### src/sv/sfrp_pkg.sv
// Shared types, constants and the check-byte function of the stuffed frame receiver.
package sfrp_pkg;

  localparam int unsigned STORE_DEPTH = 64;
  localparam int unsigned PAYLOAD_CAP = 61;

  localparam logic [7:0] STUFF_OFFSET = 8'd2;

  localparam logic [7:0] START_FLAG_RST  = 8'hFF;
  localparam logic [7:0] END_FLAG_RST    = 8'hFE;
  localparam logic [7:0] ESCAPE_BYTE_RST = 8'hFD;
  localparam logic [5:0] MAX_PAYLOAD_RST = 6'd50;

  typedef enum logic [1:0] {
    REG_START_FLAG,
    REG_END_FLAG,
    REG_ESCAPE_BYTE,
    REG_MAX_PAYLOAD
  } reg_idx_e;

  typedef struct packed {
    logic [7:0] start_flag;
    logic [7:0] end_flag;
    logic [7:0] escape_byte;
    logic [5:0] max_payload;
  } cfg_t;

  typedef struct packed {
    logic       accepted;
    logic [7:0] command;
    logic [5:0] payload_len;
    logic [7:0] payload_byte;
    logic [5:0] byte_index;
    logic       last;
  } result_t;

  // The substitution table is linear over GF(2): entry x is the XOR of one
  // column per set bit of x. Column k is the entry at index 2**k.
  localparam logic [7:0][7:0] HASH_COL = {
    8'hED, 8'h76, 8'h3B, 8'h1D, 8'h0E, 8'h07, 8'hEE, 8'h77
  };

  function automatic logic [7:0] pearson_lut(input logic [7:0] x);
    logic [7:0] h;
    h = '0;
    for (int k = 0; k < 8; k++) begin
      if (x[k]) begin
        h = h ^ HASH_COL[k];
      end
    end
    return h;
  endfunction

endpackage

### src/sv/sfrp_ram.sv
// Generic simple dual-port RAM with registered read data.
module sfrp_ram #(
  parameter int unsigned Width = 8,
  parameter int unsigned Depth = 64
) (
  input  logic                     clk_i,
  input  logic                     we_i,
  input  logic [$clog2(Depth)-1:0] waddr_i,
  input  logic [Width-1:0]         wdata_i,
  input  logic [$clog2(Depth)-1:0] raddr_i,
  output logic [Width-1:0]         rdata_o
);

  logic [Width-1:0] mem_q [Depth];
  logic [Width-1:0] rdata_q;

  always_ff @(posedge clk_i) begin
    if (we_i) begin
      mem_q[waddr_i] <= wdata_i;
    end
    rdata_q <= mem_q[raddr_i];
  end

  assign rdata_o = rdata_q;

endmodule

### src/sv/sfrp_fsm.sv
// Frame sequencer: unstuffing, hashing, store writes, frame check and result readout.
module sfrp_fsm #(
  parameter int unsigned StoreDepth = sfrp_pkg::STORE_DEPTH
) (
  input  logic                          clk_i,
  input  logic                          rst_ni,
  input  sfrp_pkg::cfg_t                cfg_i,
  input  logic                          in_valid_i,
  input  logic [7:0]                    in_byte_i,
  output logic                          in_ready_o,
  input  logic                          res_ready_i,
  output logic                          res_valid_o,
  output sfrp_pkg::result_t             res_o,
  output logic                          ram_we_o,
  output logic [$clog2(StoreDepth)-1:0] ram_waddr_o,
  output logic [7:0]                    ram_wdata_o,
  output logic [$clog2(StoreDepth)-1:0] ram_raddr_o,
  input  logic [7:0]                    ram_rdata_i
);

  localparam int unsigned AddrW = $clog2(StoreDepth);
  localparam int unsigned CntW  = $clog2(StoreDepth + 1);
  localparam int unsigned CmpW  = ((CntW > 8) ? CntW : 8) + 1;

  typedef enum logic [2:0] {
    S_IDLE,
    S_RD_LEN,
    S_CHECK,
    S_CMD,
    S_EM_RD,
    S_EM_OUT,
    S_SINGLE
  } state_e;

  state_e            state_q, state_d;
  logic [CntW-1:0]   cnt_q, cnt_d;
  logic              open_q, open_d;
  logic              esc_q, esc_d;
  logic              ovf_q, ovf_d;
  logic [7:0]        hash_q, hash_d;
  logic [7:0]        hbl_q, hbl_d;
  logic [7:0]        last_q, last_d;
  logic              acc_q, acc_d;
  logic [7:0]        cmd_q, cmd_d;
  logic [5:0]        len_q, len_d;
  logic [5:0]        idx_q, idx_d;
  logic [AddrW-1:0]  eaddr_q, eaddr_d;

  logic       do_store;
  logic [7:0] store_val;
  logic [5:0] lim;
  logic       frame_ok;
  logic       em_last;
  logic       finish;

  assign lim = (cfg_i.max_payload > 6'(sfrp_pkg::PAYLOAD_CAP)) ?
               6'(sfrp_pkg::PAYLOAD_CAP) : cfg_i.max_payload;

  // length byte sits in ram_rdata_i during S_CHECK
  assign frame_ok = (hbl_q == last_q) &&
                    (CmpW'(ram_rdata_i) == (CmpW'(cnt_q) - CmpW'(3))) &&
                    (ram_rdata_i <= {2'b00, lim});

  assign em_last    = (idx_q == (len_q - 6'd1));
  assign in_ready_o = (state_q == S_IDLE);

  always_comb begin
    state_d     = state_q;
    cnt_d       = cnt_q;
    open_d      = open_q;
    esc_d       = esc_q;
    ovf_d       = ovf_q;
    hash_d      = hash_q;
    hbl_d       = hbl_q;
    last_d      = last_q;
    acc_d       = acc_q;
    cmd_d       = cmd_q;
    len_d       = len_q;
    idx_d       = idx_q;
    eaddr_d     = eaddr_q;
    do_store    = 1'b0;
    store_val   = in_byte_i;
    finish      = 1'b0;
    ram_we_o    = 1'b0;
    ram_waddr_o = cnt_q[AddrW-1:0];
    ram_wdata_o = store_val;
    ram_raddr_o = eaddr_q;
    res_valid_o = 1'b0;
    res_o       = '0;

    unique case (state_q)
      S_IDLE: begin
        if (in_valid_i) begin
          priority if (in_byte_i == cfg_i.start_flag) begin
            open_d = 1'b1;
            cnt_d  = '0;
            esc_d  = 1'b0;
            ovf_d  = 1'b0;
            hash_d = '0;
            hbl_d  = '0;
          end else if (in_byte_i == cfg_i.end_flag) begin
            esc_d  = 1'b0;
            open_d = 1'b0;
            if (!open_q || ovf_q || (cnt_q < CntW'(3))) begin
              acc_d   = 1'b0;
              state_d = S_SINGLE;
            end else begin
              state_d = S_RD_LEN;
            end
          end else if (open_q) begin
            if (esc_q) begin
              esc_d     = 1'b0;
              do_store  = 1'b1;
              store_val = in_byte_i + sfrp_pkg::STUFF_OFFSET;
            end else if (in_byte_i == cfg_i.escape_byte) begin
              esc_d = 1'b1;
            end else begin
              do_store = 1'b1;
            end
          end else begin
            // outside a frame: dropped
          end
        end
      end
      S_RD_LEN: begin
        ram_raddr_o = AddrW'(1);
        state_d     = S_CHECK;
      end
      S_CHECK: begin
        ram_raddr_o = '0;
        len_d       = ram_rdata_i[5:0];
        if (frame_ok) begin
          state_d = S_CMD;
        end else begin
          acc_d   = 1'b0;
          state_d = S_SINGLE;
        end
      end
      S_CMD: begin
        cmd_d   = ram_rdata_i;
        eaddr_d = AddrW'(2);
        idx_d   = '0;
        if (len_q == '0) begin
          acc_d   = 1'b1;
          state_d = S_SINGLE;
        end else begin
          state_d = S_EM_RD;
        end
      end
      S_EM_RD: begin
        state_d = S_EM_OUT;
      end
      S_EM_OUT: begin
        res_valid_o        = 1'b1;
        res_o.accepted     = 1'b1;
        res_o.command      = cmd_q;
        res_o.payload_len  = len_q;
        res_o.payload_byte = ram_rdata_i;
        res_o.byte_index   = idx_q;
        res_o.last         = em_last;
        if (res_ready_i) begin
          if (em_last) begin
            finish = 1'b1;
          end else begin
            idx_d   = idx_q + 6'd1;
            eaddr_d = eaddr_q + AddrW'(1);
            state_d = S_EM_RD;
          end
        end
      end
      S_SINGLE: begin
        res_valid_o    = 1'b1;
        res_o.accepted = acc_q;
        res_o.command  = acc_q ? cmd_q : 8'd0;
        res_o.last     = 1'b1;
        if (res_ready_i) begin
          finish = 1'b1;
        end
      end
      default: begin
        state_d = S_IDLE;
      end
    endcase

    ram_wdata_o = store_val;

    if (do_store) begin
      if (cnt_q == CntW'(StoreDepth)) begin
        ovf_d = 1'b1;
      end else begin
        ram_we_o = 1'b1;
        cnt_d    = cnt_q + CntW'(1);
        hbl_d    = hash_q;
        hash_d   = sfrp_pkg::pearson_lut(hash_q ^ store_val);
        last_d   = store_val;
      end
    end

    if (finish) begin
      state_d = S_IDLE;
      cnt_d   = '0;
      ovf_d   = 1'b0;
      hash_d  = '0;
      hbl_d   = '0;
    end
  end

  always_ff @(posedge clk_i or negedge rst_ni) begin
    if (!rst_ni) begin
      state_q <= S_IDLE;
      cnt_q   <= '0;
      open_q  <= 1'b0;
      esc_q   <= 1'b0;
      ovf_q   <= 1'b0;
      hash_q  <= '0;
      hbl_q   <= '0;
      acc_q   <= 1'b0;
      last_q  <= '0;
      cmd_q   <= '0;
      len_q   <= '0;
      idx_q   <= '0;
      eaddr_q <= '0;
    end else begin
      state_q <= state_d;
      cnt_q   <= cnt_d;
      open_q  <= open_d;
      esc_q   <= esc_d;
      ovf_q   <= ovf_d;
      hash_q  <= hash_d;
      hbl_q   <= hbl_d;
      acc_q   <= acc_d;
      last_q  <= last_d;
      cmd_q   <= cmd_d;
      len_q   <= len_d;
      idx_q   <= idx_d;
      eaddr_q <= eaddr_d;
    end
  end

  a_cnt_bound: assert property (@(posedge clk_i) disable iff (!rst_ni)
    cnt_q <= CntW'(StoreDepth))
    else $error("stored count beyond store depth");

  a_ovf_full: assert property (@(posedge clk_i) disable iff (!rst_ni)
    ovf_q |-> (cnt_q == CntW'(StoreDepth)))
    else $error("overflow flagged with store not full");

  a_end_blocks: assert property (@(posedge clk_i) disable iff (!rst_ni)
    (in_valid_i && in_ready_o && (in_byte_i == cfg_i.end_flag) &&
     (in_byte_i != cfg_i.start_flag)) |=> !in_ready_o)
    else $error("byte taken while frame check pending");

  a_reject_shape: assert property (@(posedge clk_i) disable iff (!rst_ni)
    (res_valid_o && !res_o.accepted) |-> (res_o.last && (res_o.command == 8'd0)))
    else $error("reject result malformed");

endmodule

### src/sv/stuffed_frame_receiver_pearson_core.sv
// Top level of the byte-stuffed frame receiver with Pearson check byte.
// After the end flag an early reject goes straight to S_SINGLE; other frames pass S_RD_LEN,
//   S_CHECK (failed: S_SINGLE), S_CMD (empty payload: S_SINGLE), then S_EM_RD and S_EM_OUT.
// Throughput: 1 byte/cycle between flags; payload words leave one at a time, each after its own
//   store read, a reject or empty frame gives one word; input stalls meanwhile.
// Reset: rst_ni async active low clears control state and loads register defaults;
//   the frame store keeps no valid bits and is never cleared (only fresh entries are read).
module stuffed_frame_receiver_pearson_core #(
  parameter int unsigned StoreDepth = sfrp_pkg::STORE_DEPTH
) (
  input  logic        clk_i,
  input  logic        rst_ni,
  // received byte stream
  input  logic        s_axis_tvalid,
  output logic        s_axis_tready,
  input  logic [7:0]  s_axis_tdata,   // [7:0] rx_byte
  // result stream
  output logic        m_axis_tvalid,
  input  logic        m_axis_tready,
  output logic [31:0] m_axis_tdata,   // [7:0] command, [13:8] payload_len,
                                      // [21:14] payload_byte, [27:22] byte_index, [31:28] 0
  output logic [0:0]  m_axis_tuser,   // [0] accepted
  output logic        m_axis_tlast,   // last word of the frame
  // register port
  input  logic        psel,
  input  logic        penable,
  input  logic        pwrite,
  input  logic [3:0]  paddr,
  input  logic [31:0] pwdata,
  output logic [31:0] prdata,
  output logic        pready
);

  localparam int unsigned AddrW = $clog2(StoreDepth);

  // ---------------------------------------------------------------------------
  // Register file: start flag, end flag, escape byte, max payload at 4*i.
  // ---------------------------------------------------------------------------
  sfrp_pkg::cfg_t     cfg_q;
  sfrp_pkg::reg_idx_e reg_idx;
  logic               reg_wr;

  assign pready  = 1'b1;
  assign reg_idx = sfrp_pkg::reg_idx_e'(paddr[3:2]);
  assign reg_wr  = psel && penable && pwrite;

  always_ff @(posedge clk_i or negedge rst_ni) begin
    if (!rst_ni) begin
      cfg_q.start_flag  <= sfrp_pkg::START_FLAG_RST;
      cfg_q.end_flag    <= sfrp_pkg::END_FLAG_RST;
      cfg_q.escape_byte <= sfrp_pkg::ESCAPE_BYTE_RST;
      cfg_q.max_payload <= sfrp_pkg::MAX_PAYLOAD_RST;
    end else if (reg_wr) begin
      unique case (reg_idx)
        sfrp_pkg::REG_START_FLAG:  cfg_q.start_flag  <= pwdata[7:0];
        sfrp_pkg::REG_END_FLAG:    cfg_q.end_flag    <= pwdata[7:0];
        sfrp_pkg::REG_ESCAPE_BYTE: cfg_q.escape_byte <= pwdata[7:0];
        sfrp_pkg::REG_MAX_PAYLOAD: cfg_q.max_payload <= pwdata[5:0];
        default: ;
      endcase
    end
  end

  always_comb begin
    unique case (reg_idx)
      sfrp_pkg::REG_START_FLAG:  prdata = {24'd0, cfg_q.start_flag};
      sfrp_pkg::REG_END_FLAG:    prdata = {24'd0, cfg_q.end_flag};
      sfrp_pkg::REG_ESCAPE_BYTE: prdata = {24'd0, cfg_q.escape_byte};
      sfrp_pkg::REG_MAX_PAYLOAD: prdata = {26'd0, cfg_q.max_payload};
      default:                   prdata = '0;
    endcase
  end

  // ---------------------------------------------------------------------------
  // Frame store and sequencer. Between flags the sequencer writes at most one
  // unstuffed byte per cycle and after the end flag reads length, command, payload back.
  // ---------------------------------------------------------------------------
  logic              ram_we;
  logic [AddrW-1:0]  ram_waddr;
  logic [7:0]        ram_wdata;
  logic [AddrW-1:0]  ram_raddr;
  logic [7:0]        ram_rdata;

  logic              res_valid;
  logic              res_ready;
  sfrp_pkg::result_t res;

  sfrp_ram #(
    .Width (8),
    .Depth (StoreDepth)
  ) u_store (
    .clk_i   (clk_i),
    .we_i    (ram_we),
    .waddr_i (ram_waddr),
    .wdata_i (ram_wdata),
    .raddr_i (ram_raddr),
    .rdata_o (ram_rdata)
  );

  sfrp_fsm #(
    .StoreDepth (StoreDepth)
  ) u_fsm (
    .clk_i       (clk_i),
    .rst_ni      (rst_ni),
    .cfg_i       (cfg_q),
    .in_valid_i  (s_axis_tvalid),
    .in_byte_i   (s_axis_tdata),
    .in_ready_o  (s_axis_tready),
    .res_ready_i (res_ready),
    .res_valid_o (res_valid),
    .res_o       (res),
    .ram_we_o    (ram_we),
    .ram_waddr_o (ram_waddr),
    .ram_wdata_o (ram_wdata),
    .ram_raddr_o (ram_raddr),
    .ram_rdata_i (ram_rdata)
  );

  // ---------------------------------------------------------------------------
  // Output register: holds one word so the sequencer can move on (and the
  // input side can take bytes) while the consumer stalls.
  // ---------------------------------------------------------------------------
  logic              out_valid_q;
  sfrp_pkg::result_t out_q;

  assign res_ready = !out_valid_q || m_axis_tready;

  always_ff @(posedge clk_i or negedge rst_ni) begin
    if (!rst_ni) begin
      out_valid_q <= 1'b0;
    end else if (res_ready) begin
      out_valid_q <= res_valid;
    end
  end

  always_ff @(posedge clk_i) begin
    if (res_ready && res_valid) begin
      out_q <= res;
    end
  end

  assign m_axis_tvalid   = out_valid_q;
  assign m_axis_tdata    = {4'd0, out_q.byte_index, out_q.payload_byte,
                            out_q.payload_len, out_q.command};
  assign m_axis_tuser[0] = out_q.accepted;
  assign m_axis_tlast    = out_q.last;

endmodule
### config.mk
export PLATFORM = sky130hd
export DESIGN_NAME = stuffed_frame_receiver_pearson_core
export DESIGN_NICKNAME = d
export VERILOG_FILES = /design/src/sv/sfrp_pkg.sv /design/src/sv/sfrp_ram.sv /design/src/sv/sfrp_fsm.sv /design/src/sv/stuffed_frame_receiver_pearson_core.sv
export SDC_FILE = /design/constraint.sdc
export NUM_CORES = 1
export LEC_CHECK = 0
export BUFFER_PORTS_ARGS = -buffer_cell sky130_fd_sc_hd__buf_2
export CORE_MARGIN = 4
export CORE_UTILIZATION = 55
export CTS_CLUSTER_SIZE = 40
export DETAILED_ROUTE_END_ITERATION = 10
export PLACE_DENSITY = 0.75
export SETUP_SLACK_MARGIN = 0.05
export SYNTH_ARGS = -nofsm -noshare
export SYNTH_HDL_FRONTEND = slang
export SYNTH_HIERARCHICAL = 1
export SYNTH_SLANG_ARGS = --single-unit
### constraint.sdc
create_clock -name clk_i -period 3.7 [get_ports clk_i]
set_input_delay 0.185 -clock clk_i [delete_from_list [all_inputs] [get_ports clk_i]]
set_output_delay 0.185 -clock clk_i [all_outputs]
set_load 0.01 [all_outputs]
**After elaboration in Yosys (flattened, before gate mapping)**

Memories as Yosys holds them, arrays and structs flattened. A register that Yosys moved wholly into a read port is not among the register bits.
Cells that the tools add are included.

- Add/subtract/negate cells: 6
- Magnitude comparators: 3
- Eq/ne operators: 30
- Muxes and demuxes: 104
- Bitwise logic cells: 9
- Reductions and logical operators: 28

Operators by type and width:

| operator | count |
|---|---|
| 8-bit 2-to-1 mux | 35 |
| 32-bit one-hot mux with 4 select lines | 1 |
| 7-bit 2-to-1 mux | 8 |
| 6-bit 2-to-1 mux | 6 |
| 6-bit one-hot mux with 2 select lines | 3 |
| 1-bit 2-to-1 mux | 34 |
| 8-bit equality test | 4 |
| 3-bit 2-to-1 mux | 9 |
| 3-bit one-hot mux with 7 select lines | 1 |
| 9-bit one-hot mux with 2 select lines | 1 |
| 6-bit by 1-bit adder with 6-bit output, second input constant | 2 |
| 6-bit inverter | 2 |
| 2-bit != test, second input constant | 5 |
| 5-bit inverter | 2 |
| 2-bit AND reduction | 5 |
| 3-bit equality test, second input constant | 3 |
| 8-bit by 9-bit equality test with 1-bit output | 1 |
| 3-bit by 2-bit != test with 1-bit output, second input constant | 3 |
| 3-bit AND reduction | 3 |
| 8-bit by 2-bit adder with 8-bit output, second input constant | 1 |
| 8-bit by 6-bit less-or-equal comparator with 1-bit output | 1 |
| 2-bit by 1-bit != test with 1-bit output, second input constant | 4 |
| 7-bit by 2-bit subtractor with 8-bit output, second input constant | 1 |
| 8-bit bitwise XOR | 1 |
| 31 further kinds | 44 |

- Register bits: 125
- RAM bits: 512
- Input port bits: 51
- Output and inout port bits: 69
- Word-level logic and storage cells: 205
- Memories kept: 1

Memories:

| memory | depth | bits a word | read ports | clocked after Yosys merged registers in | wr ports | line | RTL |
|---|---|---|---|---|---|---|---|
| u_store.mem_q | 64 | 8 | 1 | 1 | 1 | sfrp_ram.sv:14 | `logic [Width-1:0] mem_q [Depth];` |

**Longest topological paths before layout**

- Depth after elaboration: 40
- Gate-level depth with buffers: 14

**By module**

The synthesis kept the hierarchy.

By module, submodules not included:

| module | instances | cells each | area an instance (um^2) |
|---|---|---|---|
| sfrp_ram | 1 | 940 | 20,161.8 |
| sfrp_fsm | 1 | 530 | 4,647.0 |
| stuffed_frame_receiver_pearson_core | 1 | 146 | 2,575.0 |

**Worst setup path after synthesis**

Ideal clock, no wire load.

- Kind: register to register
- From: register u_fsm.state_q[1]
- To: memory u_store.mem_q[0][1] (data pin)
- Setup time: 574 ps
- Arrival: 3,478 ps
- Data required time: 3,126 ps
- Setup slack: -352 ps
- Cell stages (with the launch flop): 7
- Buffers on the path: 1
- Clock period less this slack: 4,052 ps
- Cells stage by stage: dfrtp_1 -> nor3_4 -> and2_4 -> nand2_2 -> or4b_1 -> buf_6 -> xnor2_1

- Cells in the longest elaborated chain, start to end: 2

Ends and longest elaborated chain:

| element | line | RTL |
|---|---|---|
| start, declared | sfrp_fsm.sv:35 | `state_e state_q, state_d;` |
| start signal, assigned | sfrp_fsm.sv:224 | `state_q <= state_d;` |
| 3-bit zero test | -- |  |
| via s_axis_tready | stuffed_frame_receiver_pearson_core.sv:15 | `output logic s_axis_tready,` |
| 8-bit 2-to-1 mux | sfrp_fsm.sv:91 | `unique case (state_q)` |
| via ram_wdata[1] | stuffed_frame_receiver_pearson_core.sv:80 | `logic [7:0] ram_wdata;` |
| end, declared | sfrp_ram.sv:14 |  |

The timed path passes the listed nets, and every way through them passes these cells.

**Worst setup path in the final report**

- From: register u_fsm.state_q[1]
- To: memory u_store.mem_q[46][4], enable pin

- Cells in the longest elaborated chain, start to end: 5

Ends and longest elaborated chain:

| element | line | RTL |
|---|---|---|
| 3-bit zero test | sfrp_fsm.sv:91 |  |
| 1-bit 2-to-1 mux | sfrp_fsm.sv:91 |  |
| 1-bit 2-to-1 mux | sfrp_fsm.sv:187 | `if (do_store) begin` |
| via ram_we | stuffed_frame_receiver_pearson_core.sv:78 | `logic ram_we;` |
| 1-bit 2-to-1 mux | sfrp_ram.sv:18 | `if (we_i) begin` |
| 1-bit 2-to-1 mux (implied by the code) | sfrp_ram.sv:19 | `mem_q[waddr_i] <= wdata_i;` |

The timed path passes the listed nets, and every way through them passes these cells.

==> run summary <==
core area: 0.0491 mm2
post-synthesis sequential area ratio: 68.8%
CP Capture Type: flop
TritonRoute pass-1 iters: 5
post-layout net count: 1,856
Clk pwr share: 31.9%
design area: 0.0314 mm2
die area: 0.0534 mm2
multi-input logic area: 0.00795 mm2
Area Overhead vs Synth: 14.8%
PortBufs: 64
Clock transition at path regs: 60 ps
antenna-violating nets left: 0
slowest CP cell: dfrtp_1
Ports: 120
Hold Path Class: in2reg
dominant cells by area after synthesis: edfxtp_1, mux4_2, dfrtp_1
fin cells: 2,510
cell row count: 81
placed cells: 2,376
R2R setup slack: 210 ps
share of total power in combinational logic: 27.2%
Slew Limit Headroom: 37.0%
#FFs+latches synth: 645
CP peak stage delay: 550 ps
Distinct cells, synth: 76
critical path arrival: 3790 ps
Starting Density: 55.8%
hold slack final: 49.6 ps
clock latency on the worst-skew pair: 600 ps
CP Cell Sequence: nor3_4 > and2_4 > nand2_2 > nor4b_1 > buf_4 > o21ai_2 > clkinv_1 > nor2b_1 > nand3_1 > nor2_1 > buf_4
setup TNS: 0 ps
P_sw: 6.11 mW
most common cell in the synthesized netlist: edfxtp_1
CP most frequent cell: buf_4
Fin Clk Skew: 20.6 ps
Final Hold Vio Count: 0
Leak: 10.8 nW
Critical Path RT: 4000 ps
setup ws final: 208 ps
# clock sinks: 645
worst r2r dst: u_store/mem_q[46][4]
first-pass GRT wire length: 91,500 um
startpoint class of the critical path: flop
critical path fanouts, max: 12
register area: 0.0188 mm2
Mapped Cells: 1,616
fin crit share: 94.4%
height of the die: 231 um
largest area contributor in the netlist: edfxtp_1
Clock Tree Root: clkbuf_16
min cycle time layout: 3490 ps
Avg Vias per Cell: 5.95
maxcap violations: 0
worst vdd ir: 0.393 mV
crit path from: u_fsm/state_q[1]
share of layout cells above drive strength 1: 28.7%
htree depth: 3
Post-synth EDFFs: 542
largest net degree at the start of global routing: 69
top_reg_cell synth: edfxtp_1
Antenna Cells: 0
RD Place Congestion: 0.881
drt drc: 0
synth warn: 6
cell depth of the worst flop-to-flop path: 11
P per Cell Area: 684 mW/mm2
async set-reset flop share out of synthesis: 14.7%
Slew @ Worst Pin: 945 ps
Mean Syn Cell Area: 16.9 um2
cell area after placement: 0.0290 mm2
wire length per cell: 23.6 um
GRT Overall Usage: 22.5%
max frequency: 0.286 GHz
Remaining Overflow, GRT: 0
DRT iter0 DRCs: 1,556
fillers: 3,366
initial antenna violation count: 0
internal power component: 15.4 mW
CTS tree: yes
reg2reg start: u_fsm/state_q[1]
final WL: 59,400 um
Pins Over Slew Limit: 0
most frequent cells after synthesis: edfxtp_1, nor2_1, mux4_2
final setup violation count: 0
Die W: 231 um
Worst Setup EP: u_store/mem_q[46][4]
Flop pwr share: 40.9%
critical path class: reg2reg
RSZ-0062 raised after global routing: false
post-CTS setup buffer count: 0
Post-Syn Area: 0.0274 mm2
vias in the first global route: 15,300
CTS Buffer Depth: 3
worst slack, placed: 172 ps
share of the synthesized area in the top cell type: 59.4%
clock buffer count from CTS: 68
Net Sw Frac: 28.4%
status: completed
DPL Wire Length: 37,300 um
via count: 14,900
cells in the final DEF, fill, tap and decap left out, types with 8 or more instances in the layout:
master / n
inv_1: 18
nor3_1: 17
edfxtp_1: 542
nor2b_1: 19
nor2_1: 132
dfxtp_1: 8
and2_1: 14
buf_4: 119
nand3_1: 32
xor2_1: 30
o21ai_0: 26
clkbuf_1: 16
bufinv_16: 9
mux2_2: 57
clkinv_1: 9
mux2i_1: 29
buf_2: 63
xnor2_1: 56
o22ai_1: 9
nand2b_1: 11
o221ai_1: 9
conb_1: 29
dfstp_2: 25
dlygate4sd3_1: 10
nand2_1: 75
ha_1: 13
mux4_2: 127
dfrtp_1: 70
nand4_1: 21
a21oi_1: 21
and3_1: 20
clkbuf_16: 69
through the flow:
stage | utilization, % | total power [mW]
floorplan | - | 13.2
finish | 64.1 | 21.5
global placement | 59.2 | 14.6
CTS | 64.1 | 21.6
global route | 64.1 | 22.4
detailed placement | 59.2 | 14.7
final cells by class:
class                   count  area share [%]
multi-input cells         858            25.3
repair buffers            199            4.61
clock buffers              89            5.86
flip-flops and latches    645            60.0
inverters                  20           0.251
well taps                 664            2.64
clock inverters            35            1.40
worst max-delay path, delay by kind of cell, from the launching register on:
kind,cells,cell delay (ps)
buffers and inverters,3,600
AND/OR/NAND/NOR,7,1980
AO/OA/AOI/OAI,1,60
flip-flops,1,550
cells by family (layout without fill, tap and decap cells):
family	Yosys count	count (layout)	synth area share (%)
other cells	2	29	0.0274
buf+inv	140	343	3.04
simple gates	379	379	6.88
xor+xnor	96	96	3.28
fa+ha+maj	13	13	0.594
mux	218	218	14.3
flops	645	645	68.8
compound gates	123	123	3.03
power by group through the flow:
stage	logic (mW)	registers (mW)	clock network, mW
after floorplan	4.36	8.80	0
after global placement	5.73	8.91	0
after detailed placement	5.80	8.93	0
after CTS	5.86	8.79	7.00
after global routing	6.24	8.84	7.31
final	5.84	8.79	6.87
layer usage:
| metal | GRT usage [%] | up-vias | wire length [um] |
|---|---|---|---|
| met2 | 37.4 | 619 | 29900 |
| met3 | 4.45 | 120 | 4190 |
| li1 | - | 6540 | - |
| met1 | 30.3 | 7664 | 23500 |
| met5 | 0 | - | 0 |
| met4 | 7.22 | 0 | 1750 |
what timing repair did:
item	4_1_cts	5_1_grt
setup endpoints to repair	0	39
hold endpoints to repair	96	0
hold buffers	10	0
gates resized for setup	0	2
worst min-delay path by stage:
stage / from / depth (start not counted) / to
floorplan: rst_ni / 0 / cfg_q[0]
global placement: rst_ni / 1 / m_axis_tvalid
detailed placement: rst_ni / 1 / u_fsm/idx_q[4]
CTS: m_axis_tready / 3 / m_axis_tvalid
global route: m_axis_tready / 3 / m_axis_tvalid
finish: m_axis_tready / 3 / m_axis_tvalid
state kept, by name (all words and copies together), names as in the netlist, 7 cells and up:
signal           flops
u_fsm/cnt_q          7
u_store/rdata_o      8
u_fsm/hbl_q          8
m_axis_tdata        28
u_fsm/hash_q         8
u_store/mem_q      512
u_fsm/last_q         8
u_fsm/cmd_q          8
cfg_q               30
No activity file was read; power rests on OpenSTA's default activity.
